### config.mk
export PLATFORM = sky130hd
export DESIGN_NAME = fault_debounce_table
export DESIGN_NICKNAME = d
export VERILOG_FILES = /design/src/hdl/fdt_pkg.sv /design/src/hdl/fault_debounce_table.sv /design/src/hdl/fdt_ram.sv /design/src/hdl/fdt_eval.sv
export SDC_FILE = /design/constraint.sdc
export NUM_CORES = 2
export LEC_CHECK = 0
export ABC_AREA = 0
export BUFFER_PORTS_ARGS = -buffer_cell sky130_fd_sc_hd__buf_2
export CORE_ASPECT_RATIO = 1.5
export CORE_MARGIN = 5
export CORE_UTILIZATION = 63
export DETAILED_ROUTE_END_ITERATION = 8
export PLACE_DENSITY = 0.79
export SETUP_SLACK_MARGIN = 0.5
export SLEW_MARGIN = 5
export SYNTH_ARGS = -nofsm -noshare
export SYNTH_HDL_FRONTEND = slang
export SYNTH_SLANG_ARGS = --single-unit
export TNS_END_PERCENT = 20
### constraint.sdc
create_clock -name clock -period 5.08 [get_ports clock]
set_clock_uncertainty 0.05 [all_clocks]
set_input_delay 0.508 -clock clock [delete_from_list [all_inputs] [get_ports clock]]
set_output_delay 0.508 -clock clock [all_outputs]
set_load 0.02 [all_outputs]
### src/hdl/fdt_pkg.sv
// fdt_pkg: shared constants, codes and types of the fault debounce table
package fdt_pkg;

   localparam int CHANNELS_DEF = 16;
   localparam int TYPES        = 3;
   localparam int CODE_W       = 3;
   localparam int TIME_W       = 8;
   localparam int OP_W         = 3;
   localparam int CH_IN_W      = 4;
   localparam int KIND_W       = 2;
   localparam int TYPE_W       = 2;
   localparam int CFG_IDX_W    = 3;
   localparam int CFG_DATA_W   = 8;
   localparam int CODES_W      = TYPES * CODE_W;
   localparam int CNT_W        = TYPES * 2 * TIME_W;

   localparam logic [OP_W-1:0] OP_TICK      = 3'd0;
   localparam logic [OP_W-1:0] OP_REPORT    = 3'd1;
   localparam logic [OP_W-1:0] OP_ENABLE    = 3'd2;
   localparam logic [OP_W-1:0] OP_CLEAR     = 3'd3;
   localparam logic [OP_W-1:0] OP_CLEAR_ALL = 3'd4;
   localparam logic [OP_W-1:0] OP_QUERY     = 3'd5;

   localparam logic [CODE_W-1:0] CODE_POS  = 3'd0;
   localparam logic [CODE_W-1:0] CODE_NEG  = 3'd1;
   localparam logic [CODE_W-1:0] CODE_SET  = 3'd2;
   localparam logic [CODE_W-1:0] CODE_CLR  = 3'd3;
   localparam logic [CODE_W-1:0] CODE_IDLE = 3'd4;

   localparam logic [KIND_W-1:0] KIND_ACK   = 2'd0;
   localparam logic [KIND_W-1:0] KIND_FAIL  = 2'd1;
   localparam logic [KIND_W-1:0] KIND_PASS  = 2'd2;
   localparam logic [KIND_W-1:0] KIND_QUERY = 2'd3;

   localparam logic [TYPE_W-1:0] TYPE_VCC  = 2'd0;
   localparam logic [TYPE_W-1:0] TYPE_GND  = 2'd1;
   localparam logic [TYPE_W-1:0] TYPE_OPEN = 2'd2;

   localparam logic [CFG_IDX_W-1:0] CFG_GLOBAL_EN = 3'd0;
   localparam logic [CFG_IDX_W-1:0] CFG_VCC_SET   = 3'd1;
   localparam logic [CFG_IDX_W-1:0] CFG_VCC_CLR   = 3'd2;
   localparam logic [CFG_IDX_W-1:0] CFG_GND_SET   = 3'd3;
   localparam logic [CFG_IDX_W-1:0] CFG_GND_CLR   = 3'd4;
   localparam logic [CFG_IDX_W-1:0] CFG_OPEN_SET  = 3'd5;
   localparam logic [CFG_IDX_W-1:0] CFG_OPEN_CLR  = 3'd6;
   localparam logic [CFG_IDX_W-1:0] CFG_MASK      = 3'd7;

   typedef logic [TYPES-1:0][TIME_W-1:0] times_type;

   typedef struct packed {
      logic [CNT_W-1:0] cnt;
      logic [TYPES-1:0] ev;
      logic [TYPES-1:0] fail;
      logic [TYPES-1:0] fbits;
      logic             icpt;
   } eval_type;

endpackage

### src/hdl/fault_debounce_table.sv
// fault_debounce_table: top level, command decode, tick walk and result output
// A tick walks channels 1 to CHANNELS-1: a disabled channel only passes S_RD, an
// enabled one passes S_RD (code and counter ram read), then S_PROC (debounce and
// write-back) and an S_EMIT step for each report it raises, and the walk ends in
// the closing S_DONE state, with busy held high throughout; with global enable clear
// a tick is dropped in its accept cycle with busy staying low. Reports leave at most
// one per cycle, delayed by one slot so that the final one carries last; a tick
// with nothing to report gives no result.
// Every other operation completes in the accept cycle and its single result
// shows on the next cycle with busy staying low. Results are strobed by rsp_valid
// for one cycle each and cannot be held off, so the receiver must take every one.
module fault_debounce_table #(
   parameter int CHANNELS = fdt_pkg::CHANNELS_DEF
) (
   input  logic                            clock,
   input  logic                            reset,
   input  logic                            start,
   output logic                            busy,
   input  logic [fdt_pkg::OP_W-1:0]        req_op,
   input  logic [fdt_pkg::CH_IN_W-1:0]     req_channel,
   input  logic [fdt_pkg::CODE_W-1:0]      req_open_code,
   input  logic [fdt_pkg::CODE_W-1:0]      req_vcc_code,
   input  logic [fdt_pkg::CODE_W-1:0]      req_gnd_code,
   input  logic                            req_enable_flag,
   input  logic [fdt_pkg::TYPE_W-1:0]      req_query_type,
   output logic                            rsp_valid,
   output logic [fdt_pkg::KIND_W-1:0]      rsp_kind,
   output logic [fdt_pkg::CH_IN_W-1:0]     rsp_out_channel,
   output logic [fdt_pkg::TYPE_W-1:0]      rsp_out_type,
   output logic                            rsp_fault_bit,
   output logic [fdt_pkg::TYPES-1:0]       rsp_fault_bits,
   output logic                            rsp_intercept,
   output logic                            rsp_last,
   input  logic                            csr_we,
   input  logic [fdt_pkg::CFG_IDX_W-1:0]   csr_index,
   input  logic [fdt_pkg::CFG_DATA_W-1:0]  csr_wdata
);

   import fdt_pkg::*;

   localparam int CH_W  = $clog2(CHANNELS);
   localparam int CHV_W = CH_IN_W + 1;
   localparam logic [CHV_W-1:0] CH_LIMIT = CHV_W'(CHANNELS);
   localparam logic [CH_W-1:0]  LAST_CH  = CH_W'(CHANNELS - 1);
   localparam logic [CH_W-1:0]  FIRST_CH = CH_W'(1);

   localparam logic [2:0] S_IDLE = 3'd0;
   localparam logic [2:0] S_RD   = 3'd1;
   localparam logic [2:0] S_PROC = 3'd2;
   localparam logic [2:0] S_EMIT = 3'd3;
   localparam logic [2:0] S_DONE = 3'd4;

   // configuration
   logic              gen_ff;
   times_type         set_time_ff;
   times_type         clr_time_ff;
   logic [TYPES-1:0]  mask_ff;

   // per channel state in flops
   logic [TYPES-1:0]    fault_ff [CHANNELS];
   logic                icptf_ff [CHANNELS];
   logic [CHANNELS-1:0] en_ff;
   logic [CHANNELS-1:0] code_vld_ff;
   logic [CHANNELS-1:0] cnt_vld_ff;
   logic [CODE_W-1:0]   dflt_code_ff;
   logic                code_vld_rd_ff;
   logic                cnt_vld_rd_ff;

   // walk control
   logic [2:0]       state_ff,  state_in;
   logic [CH_W-1:0]  ch_ff,     ch_in;
   logic [TYPES-1:0] pend_ff,   pend_in;
   logic [TYPES-1:0] fail_ff,   fail_in;
   logic [TYPES-1:0] fbits_ff,  fbits_in;
   logic             icpt_ff,   icpt_in;

   // one report held back until its successor or the end of the walk is known
   logic               hold_vld_ff,  hold_vld_in;
   logic               hold_fail_ff, hold_fail_in;
   logic [TYPE_W-1:0]  hold_type_ff, hold_type_in;
   logic [CH_IN_W-1:0] hold_ch_ff,   hold_ch_in;
   logic [TYPES-1:0]   hold_bits_ff, hold_bits_in;
   logic               hold_icpt_ff, hold_icpt_in;

   // result registers
   logic               rsp_valid_ff, rsp_valid_in;
   logic [KIND_W-1:0]  rsp_kind_ff,  rsp_kind_in;
   logic [CH_IN_W-1:0] rsp_ch_ff,    rsp_ch_in;
   logic [TYPE_W-1:0]  rsp_type_ff,  rsp_type_in;
   logic               rsp_bit_ff,   rsp_bit_in;
   logic [TYPES-1:0]   rsp_bits_ff,  rsp_bits_in;
   logic               rsp_icpt_ff,  rsp_icpt_in;
   logic               rsp_last_ff,  rsp_last_in;

   logic              accept;
   logic              req_ok;
   logic [CH_W-1:0]   req_idx;
   logic [CH_W-1:0]   rd_idx;
   logic [TYPES-1:0]  cur_bits;
   logic              cur_icpt;
   logic              q_bit;
   logic              code_we;
   logic [CODES_W-1:0] code_rdata;
   logic [CNT_W-1:0]   cnt_rdata;
   logic [CODES_W-1:0] eval_codes;
   logic [CNT_W-1:0]   eval_cnt;
   eval_type           ev;
   logic [TYPE_W-1:0]  sel_type;
   logic               sel_fail;

   assign accept   = start && !busy;
   assign busy     = (state_ff != S_IDLE);
   assign req_ok   = ({1'b0, req_channel} < CH_LIMIT);
   assign req_idx  = req_channel[CH_W-1:0];
   assign rd_idx   = busy ? ch_ff : req_idx;
   assign cur_bits = fault_ff[rd_idx];
   assign cur_icpt = icptf_ff[rd_idx];
   assign code_we  = accept && (req_op == OP_REPORT) && req_ok;

   fdt_ram #(
      .WIDTH (CODES_W),
      .DEPTH (CHANNELS)
   ) u_code_ram (
      .clock (clock),
      .we    (code_we),
      .waddr (req_idx),
      .wdata ({req_open_code, req_gnd_code, req_vcc_code}),
      .raddr (ch_ff),
      .rdata (code_rdata)
   );

   fdt_ram #(
      .WIDTH (CNT_W),
      .DEPTH (CHANNELS)
   ) u_cnt_ram (
      .clock (clock),
      .we    (state_ff == S_PROC),
      .waddr (ch_ff),
      .wdata (ev.cnt),
      .raddr (ch_ff),
      .rdata (cnt_rdata)
   );

   assign eval_codes = code_vld_rd_ff ? code_rdata : {TYPES{dflt_code_ff}};
   assign eval_cnt   = cnt_vld_rd_ff ? cnt_rdata : '0;

   fdt_eval u_eval (
      .codes     (eval_codes),
      .cnt_cur   (eval_cnt),
      .set_time  (set_time_ff),
      .clr_time  (clr_time_ff),
      .fbits_cur (cur_bits),
      .icpt_cur  (cur_icpt),
      .mask      (mask_ff),
      .res       (ev)
   );

   // lowest pending type is reported first
   always_comb begin
      if (pend_ff[0]) begin
         sel_type = TYPE_VCC;
      end else if (pend_ff[1]) begin
         sel_type = TYPE_GND;
      end else begin
         sel_type = TYPE_OPEN;
      end
      sel_fail = fail_ff[sel_type];
   end

   always_comb begin
      case (req_query_type)
         TYPE_VCC:  q_bit = cur_bits[0];
         TYPE_GND:  q_bit = cur_bits[1];
         TYPE_OPEN: q_bit = cur_bits[2];
         default:   q_bit = 1'b0;
      endcase
   end

   always_comb begin
      logic push;
      logic flush;
      push         = 1'b0;
      flush        = 1'b0;
      state_in     = state_ff;
      ch_in        = ch_ff;
      pend_in      = pend_ff;
      fail_in      = fail_ff;
      fbits_in     = fbits_ff;
      icpt_in      = icpt_ff;

      unique case (state_ff)
         S_IDLE: begin
            if (accept && (req_op == OP_TICK) && gen_ff) begin
               ch_in    = FIRST_CH;
               state_in = S_RD;
            end
         end
         S_RD: begin
            if (!en_ff[ch_ff]) begin
               if (ch_ff == LAST_CH) begin
                  state_in = S_DONE;
               end else begin
                  ch_in = ch_ff + 1'b1;
               end
            end else begin
               state_in = S_PROC;
            end
         end
         S_PROC: begin
            pend_in  = ev.ev;
            fail_in  = ev.fail;
            fbits_in = ev.fbits;
            icpt_in  = ev.icpt;
            if (|ev.ev) begin
               state_in = S_EMIT;
            end else if (ch_ff == LAST_CH) begin
               state_in = S_DONE;
            end else begin
               ch_in    = ch_ff + 1'b1;
               state_in = S_RD;
            end
         end
         S_EMIT: begin
            push    = 1'b1;
            pend_in = pend_ff & (pend_ff - 1'b1);
            if (pend_in == '0) begin
               if (ch_ff == LAST_CH) begin
                  state_in = S_DONE;
               end else begin
                  ch_in    = ch_ff + 1'b1;
                  state_in = S_RD;
               end
            end
         end
         S_DONE: begin
            flush    = 1'b1;
            state_in = S_IDLE;
         end
         default: begin
            state_in = S_IDLE;
         end
      endcase

      hold_vld_in  = hold_vld_ff;
      hold_fail_in = hold_fail_ff;
      hold_type_in = hold_type_ff;
      hold_ch_in   = hold_ch_ff;
      hold_bits_in = hold_bits_ff;
      hold_icpt_in = hold_icpt_ff;

      rsp_valid_in = 1'b0;
      rsp_kind_in  = rsp_kind_ff;
      rsp_ch_in    = rsp_ch_ff;
      rsp_type_in  = rsp_type_ff;
      rsp_bit_in   = rsp_bit_ff;
      rsp_bits_in  = rsp_bits_ff;
      rsp_icpt_in  = rsp_icpt_ff;
      rsp_last_in  = rsp_last_ff;

      if ((push || flush) && hold_vld_ff) begin
         rsp_valid_in = 1'b1;
         rsp_kind_in  = hold_fail_ff ? KIND_FAIL : KIND_PASS;
         rsp_ch_in    = hold_ch_ff;
         rsp_type_in  = hold_type_ff;
         rsp_bit_in   = hold_fail_ff;
         rsp_bits_in  = hold_bits_ff;
         rsp_icpt_in  = hold_icpt_ff;
         rsp_last_in  = flush;
      end
      if (flush) begin
         hold_vld_in = 1'b0;
      end
      if (push) begin
         hold_vld_in  = 1'b1;
         hold_fail_in = sel_fail;
         hold_type_in = sel_type;
         hold_ch_in   = CH_IN_W'(ch_ff);
         hold_bits_in = fbits_ff;
         hold_icpt_in = icpt_ff;
      end

      if (accept && (req_op != OP_TICK)) begin
         rsp_valid_in = 1'b1;
         rsp_ch_in    = req_channel;
         rsp_last_in  = 1'b1;
         if (req_op == OP_QUERY) begin
            rsp_kind_in = KIND_QUERY;
            rsp_type_in = (req_query_type == TYPE_VCC || req_query_type == TYPE_GND ||
                           req_query_type == TYPE_OPEN) ? req_query_type : TYPE_VCC;
            rsp_bit_in  = req_ok && q_bit;
            rsp_bits_in = req_ok ? cur_bits : '0;
            rsp_icpt_in = req_ok && cur_icpt;
         end else begin
            rsp_kind_in = KIND_ACK;
            rsp_type_in = TYPE_VCC;
            rsp_bit_in  = 1'b0;
            rsp_bits_in = '0;
            rsp_icpt_in = 1'b0;
         end
      end
   end

   always_ff @(posedge clock) begin
      if (reset) begin
         gen_ff      <= 1'b1;
         set_time_ff <= '0;
         clr_time_ff <= '0;
         mask_ff     <= '0;
      end else if (csr_we) begin
         unique case (csr_index)
            CFG_GLOBAL_EN: gen_ff         <= csr_wdata[0];
            CFG_VCC_SET:   set_time_ff[0] <= csr_wdata;
            CFG_VCC_CLR:   clr_time_ff[0] <= csr_wdata;
            CFG_GND_SET:   set_time_ff[1] <= csr_wdata;
            CFG_GND_CLR:   clr_time_ff[1] <= csr_wdata;
            CFG_OPEN_SET:  set_time_ff[2] <= csr_wdata;
            CFG_OPEN_CLR:  clr_time_ff[2] <= csr_wdata;
            CFG_MASK:      mask_ff        <= csr_wdata[TYPES-1:0];
         endcase
      end
   end

   always_ff @(posedge clock) begin
      if (reset) begin
         for (int i = 0; i < CHANNELS; i++) begin
            fault_ff[i] <= '0;
            icptf_ff[i] <= 1'b0;
            en_ff[i]    <= (i != 0);
         end
         code_vld_ff  <= '0;
         cnt_vld_ff   <= '0;
         dflt_code_ff <= CODE_IDLE;
      end else begin
         if (accept) begin
            unique case (req_op)
               OP_REPORT: begin
                  if (req_ok) begin
                     code_vld_ff[req_idx] <= 1'b1;
                  end
               end
               OP_ENABLE: begin
                  if (req_ok) begin
                     en_ff[req_idx] <= req_enable_flag;
                  end
               end
               OP_CLEAR: begin
                  if (req_ok) begin
                     cnt_vld_ff[req_idx] <= 1'b0;
                     fault_ff[req_idx]   <= '0;
                     icptf_ff[req_idx]   <= 1'b0;
                  end
               end
               OP_CLEAR_ALL: begin
                  for (int i = 0; i < CHANNELS; i++) begin
                     fault_ff[i] <= '0;
                     icptf_ff[i] <= 1'b0;
                  end
                  code_vld_ff  <= '0;
                  cnt_vld_ff   <= '0;
                  dflt_code_ff <= CODE_CLR;
               end
               default: ;
            endcase
         end
         if (state_ff == S_PROC) begin
            cnt_vld_ff[ch_ff] <= 1'b1;
            fault_ff[ch_ff]   <= ev.fbits;
            icptf_ff[ch_ff]   <= ev.icpt;
         end
      end
   end

   always_ff @(posedge clock) begin
      if (reset) begin
         state_ff     <= S_IDLE;
         hold_vld_ff  <= 1'b0;
         rsp_valid_ff <= 1'b0;
      end else begin
         state_ff     <= state_in;
         hold_vld_ff  <= hold_vld_in;
         rsp_valid_ff <= rsp_valid_in;
      end
   end

   // payload, no reset needed
   always_ff @(posedge clock) begin
      ch_ff          <= ch_in;
      pend_ff        <= pend_in;
      fail_ff        <= fail_in;
      fbits_ff       <= fbits_in;
      icpt_ff        <= icpt_in;
      code_vld_rd_ff <= code_vld_ff[ch_ff];
      cnt_vld_rd_ff  <= cnt_vld_ff[ch_ff];
      hold_fail_ff   <= hold_fail_in;
      hold_type_ff   <= hold_type_in;
      hold_ch_ff     <= hold_ch_in;
      hold_bits_ff   <= hold_bits_in;
      hold_icpt_ff   <= hold_icpt_in;
      rsp_kind_ff    <= rsp_kind_in;
      rsp_ch_ff      <= rsp_ch_in;
      rsp_type_ff    <= rsp_type_in;
      rsp_bit_ff     <= rsp_bit_in;
      rsp_bits_ff    <= rsp_bits_in;
      rsp_icpt_ff    <= rsp_icpt_in;
      rsp_last_ff    <= rsp_last_in;
   end

   assign rsp_valid       = rsp_valid_ff;
   assign rsp_kind        = rsp_kind_ff;
   assign rsp_out_channel = rsp_ch_ff;
   assign rsp_out_type    = rsp_type_ff;
   assign rsp_fault_bit   = rsp_bit_ff;
   assign rsp_fault_bits  = rsp_bits_ff;
   assign rsp_intercept   = rsp_icpt_ff;
   assign rsp_last        = rsp_last_ff;

endmodule

### src/hdl/fdt_ram.sv
// fdt_ram: generic single write port ram with registered read
module fdt_ram #(
   parameter int WIDTH = 8,
   parameter int DEPTH = 16
) (
   input  logic                     clock,
   input  logic                     we,
   input  logic [$clog2(DEPTH)-1:0] waddr,
   input  logic [WIDTH-1:0]         wdata,
   input  logic [$clog2(DEPTH)-1:0] raddr,
   output logic [WIDTH-1:0]         rdata
);

   logic [WIDTH-1:0] mem_ff [DEPTH];
   logic [WIDTH-1:0] rdata_ff;

   always_ff @(posedge clock) begin
      if (we) begin
         mem_ff[waddr] <= wdata;
      end
      rdata_ff <= mem_ff[raddr];
   end

   assign rdata = rdata_ff;

endmodule

### src/hdl/fdt_eval.sv
// fdt_eval: debounce step of one channel over its three defect types
module fdt_eval (
   input  logic [fdt_pkg::CODES_W-1:0] codes,
   input  logic [fdt_pkg::CNT_W-1:0]   cnt_cur,
   input  fdt_pkg::times_type          set_time,
   input  fdt_pkg::times_type          clr_time,
   input  logic [fdt_pkg::TYPES-1:0]   fbits_cur,
   input  logic                        icpt_cur,
   input  logic [fdt_pkg::TYPES-1:0]   mask,
   output fdt_pkg::eval_type           res
);

   import fdt_pkg::*;

   always_comb begin
      logic [CODE_W-1:0] code;
      logic [TIME_W-1:0] sc;
      logic [TIME_W-1:0] cc;
      logic              evt;
      logic              fl;
      res       = '0;
      res.fbits = fbits_cur;
      for (int t = 0; t < TYPES; t++) begin
         code = codes[t*CODE_W +: CODE_W];
         cc   = cnt_cur[t*2*TIME_W +: TIME_W];
         sc   = cnt_cur[t*2*TIME_W + TIME_W +: TIME_W];
         evt  = 1'b0;
         fl   = 1'b0;
         case (code)
            CODE_POS: begin
               if (sc < set_time[t]) begin
                  sc = sc + 1'b1;
               end else begin
                  evt = 1'b1;
                  fl  = 1'b1;
               end
            end
            CODE_NEG: begin
               if (cc < clr_time[t]) begin
                  cc = cc + 1'b1;
               end else begin
                  evt = 1'b1;
               end
            end
            CODE_SET: begin
               evt = 1'b1;
               fl  = 1'b1;
            end
            CODE_CLR: begin
               evt = 1'b1;
            end
            default: ;
         endcase
         if (evt) begin
            sc           = '0;
            cc           = '0;
            res.fbits[t] = fl;
         end
         res.ev[t]                                = evt;
         res.fail[t]                              = fl;
         res.cnt[t*2*TIME_W +: TIME_W]            = cc;
         res.cnt[t*2*TIME_W + TIME_W +: TIME_W]   = sc;
      end
      res.icpt = icpt_cur | (|(res.fbits & mask));
   end

endmodule

==> impl_metrics.yaml <==
outcome:
  outcome: "completed"
global_routing:
  antenna_found_initial: 10
  grt-ovfl-total: 0
  track_usage_pct: 27.21
  grt_pass1_wl_um: 167600
  grt_pass1_vias: 26870
  grt_max_degree: 142
synth:
  synth_top_area_cell: "edfxtp_1"
  synthDominantCellAreaShare_pct: 63.61
  synth_area_leaders: "edfxtp_1 64%, mux4_2 14%, dfxtp_1 7.0%"
  synth-edff-count: 1014
  syn_nets: 2840
  syn_avg_cell_area_um2: 17.38
  ys_types: 78
  seq_area_frac_synth_pct: 70.60
  synth_area_mm2: 0.04787
  synthFlopType: "edfxtp_1"
  synthArstFlopShare_pct: 0
  synth.yosys.warnings: 0
  ys_ff_latch: 1181
  synthCells: 2754
clock_network:
  cts_tree: "yes"
  post_cts_buffers: 0
  cts-htree-levels: 3
  cts.reportedPaths.clkPinSlew_ns: 0.07
  root_buffer: "clkbuf_16"
  cts.sinks: 1181
  numCtsBuffers: 103
  clock_latency_ns: 0.68
  cts_buffer_depth: 3
  cts_resized: 0
  holdBufCountCts: 0
setup_path:
  crit_path_max_fanout: 47
  worstReg2RegStart: "cnt_vld_rd_ff"
  r2r_end: "u_cnt_ram.mem_ff[6][22]"
  crit_arrival_ns: 4.68
  r2r_cells: 9
  required_ns: 5.36
  cp-start-kind: "register"
  setup.worst_path.class: "reg -> reg"
  regToRegSetupSlack_ns: 0.69
  end_kind: "register"
route:
  drt_iter0_markers: 2635
  drc: 0
  ant_nets: 0
  wl_per_cell_um: 28.41
  vias: 25840
  routed_wl_um: 111200
  via_per_inst: 6.601
  first_pass_iters: 6
sta:
  finalMaxSlewViolations: 0
  finalSetupViolCount: 0
  tns_ns: 0
  max_freq_ghz: 0.2277
  min_period_over_period_pct: 86.46
  rsz0062_at_grt: "yes"
  worstMarginPinSlew_ns: 1.075
  hold_viol: 0
  period_needed_ns: 4.392
  slew-limit-headroom_pct: 28.07
pwr:
  p_clk_share_pct: 41.7
  power.internal_mw: 15.28
  total_leakage_power_nw: 17.64
  switching_power_mw: 3.986
  comb_power_share_pct: 3.5
  power.share.sequential_pct: 54.8
  p_per_area_mw_per_mm2: 363.8
  swShare_pct: 20.69
  ir_worst_vdd_v: 0.0003794
floorplan:
  dieArea_mm2: 0.08171
  die_h_um: 347.6
  die_w_um: 235.1
  start_util_pct: 63.61
  ios: 50
  rows: 123
  core_mm2: 0.07526
finish:
  drive_gt1_share_pct: 21.91
  final_cell_mix: "1014 x edfxtp_1, 304 x mux4_2, 205 x nand2_1, 183 x nor2_1, 166 x dfxtp_1"
  fin_util_pct: 70.37
  final_nets: 2904
  layout_commonest_cell: "edfxtp_1"
  area_growth_syn_to_layout_pct: 10.63
worst_hold_path:
  hp-class: "in -> reg"
  hp-start: "csr_wdata[3]"
  hold-path-endpoint: "clr_time_ff[19]"
  min_path_cells: 3
placement:
  port_buffers: 49
  place_congestion: 0.8880
  place_hpwl_um: 62180
job:
  maxCapViolCount: 0
through the flow:
| stage | hold WS (ns) | power (mW) | area [um^2] | instances | worst slack [ns] |
|---|---|---|---|---|---|
| floorplan | 0.3503 | 11.21 | 47870 | 2754 | 1.105 |
| global placement | 0.3572 | 11.42 | 49450 | 3713 | 0.9813 |
| detailed placement | 0.3625 | 11.44 | 49450 | 3713 | 0.6861 |
| CTS | 0.06409 | 19.38 | 52940 | 3908 | 0.7007 |
| global route | 0.1052 | 19.83 | 52950 | 3911 | 0.3702 |
| finish | 0.09801 | 19.26 | 52960 | 3914 | 0.6877 |
worst max-delay path, cell delays in order, from the launching register on:
cell     delay (ns)
dfxtp_2        0.38
buf_4          0.43
and2_0         0.31
ha_1           0.28
a21oi_1        0.14
nor2b_1        0.06
o21ai_0        0.22
a31oi_1        0.39
or3_1          0.92
nor2_1         0.86
flip-flops by register name (all words and copies together) (netlist names), 24 cells and up:
| register | flops |
|---|---|
| u_cnt_ram.rdata | 48 |
| u_code_ram.mem_ff | 144 |
| u_cnt_ram.mem_ff | 768 |
| set_time_ff | 24 |
| clr_time_ff | 24 |
| fault_ff | 48 |
layer usage:
metal,track usage [%],vias up,share of wire (%)
li1,-,10940,-
met1,34.16,13340,35
met2,48.07,1249,53
met3,5.029,291,7.6
met4,9.860,8,4.0
met5,0,-,0.061
synth_stat cells, types with 4 or more instances:
cell / number
buf_1: 34
nand3b_1: 4
mux4_2: 304
nor2_1: 184
and3_1: 14
xor2_1: 24
a22oi_1: 5
nor3_2: 12
nor3b_1: 5
dfxtp_1: 167
o21ai_0: 41
a21boi_0: 16
edfxtp_1: 1014
a211oi_1: 5
nand4_1: 16
and2_0: 4
mux2_2: 11
buf_2: 11
a211o_1: 6
or3_1: 4
clkbuf_1: 99
a21o_1: 14
inv_1: 78
a31oi_1: 4
and4_1: 6
a311o_1: 15
nor3_1: 34
nand2_1: 205
xnor2_1: 18
o211ai_1: 7
o31ai_1: 4
ha_1: 52
nand3_1: 38
a21oi_1: 111
nor2b_1: 18
and2_1: 43
mux2i_1: 53
nand2b_1: 13
worst max path at each step:
stage | startpoint | end | slack (ns)
after floorplan | cnt_vld_rd_ff | u_cnt_ram.mem_ff[0][15] | 1.10
final | cnt_vld_rd_ff | u_cnt_ram.mem_ff[6][22] | 0.69
after global routing | cnt_vld_rd_ff | u_cnt_ram.mem_ff[11][28] | 0.37
after global placement | cnt_vld_rd_ff | u_cnt_ram.mem_ff[14][24] | 0.98
after CTS | cnt_vld_rd_ff | u_cnt_ram.mem_ff[6][20] | 0.70
after detailed placement | cnt_vld_rd_ff | u_cnt_ram.mem_ff[7][28] | 0.69
cell type report:
cell class,instances,area (um^2)
tap,1000,1251
clock buffer,139,2875
multi-input combinational,1344,13180
clock inverter,56,615.6
antenna,6,15.01
timing repair buffer,107,918.4
fill,4435,22300
sequential,1181,33790
inverter,81,304.0
cells by family after synthesis:
logic type / Yosys count / share of synthesized area (%)
AO/OA/AOI/OAI: 264 / 3.602
XOR/XNOR: 42 / 0.7685
adder cells (fa/ha/maj): 53 / 1.380
buffers and inverters: 229 / 1.879
flip-flops: 1181 / 70.60
multiplexers: 368 / 15.67
AND/OR/NAND/NOR: 617 / 6.103
power groups by stage:
stage               Combinational [mW]  Clock, mW  Sequential [mW]
floorplan                        0.460          0             10.7
global placement                 0.656          0             10.8
detailed placement               0.674          0             10.8
CTS                              0.679       8.15             10.6
global route                     0.726       8.55             10.6
finish                           0.682       8.02             10.6
(Power assumes the default switching activity.)
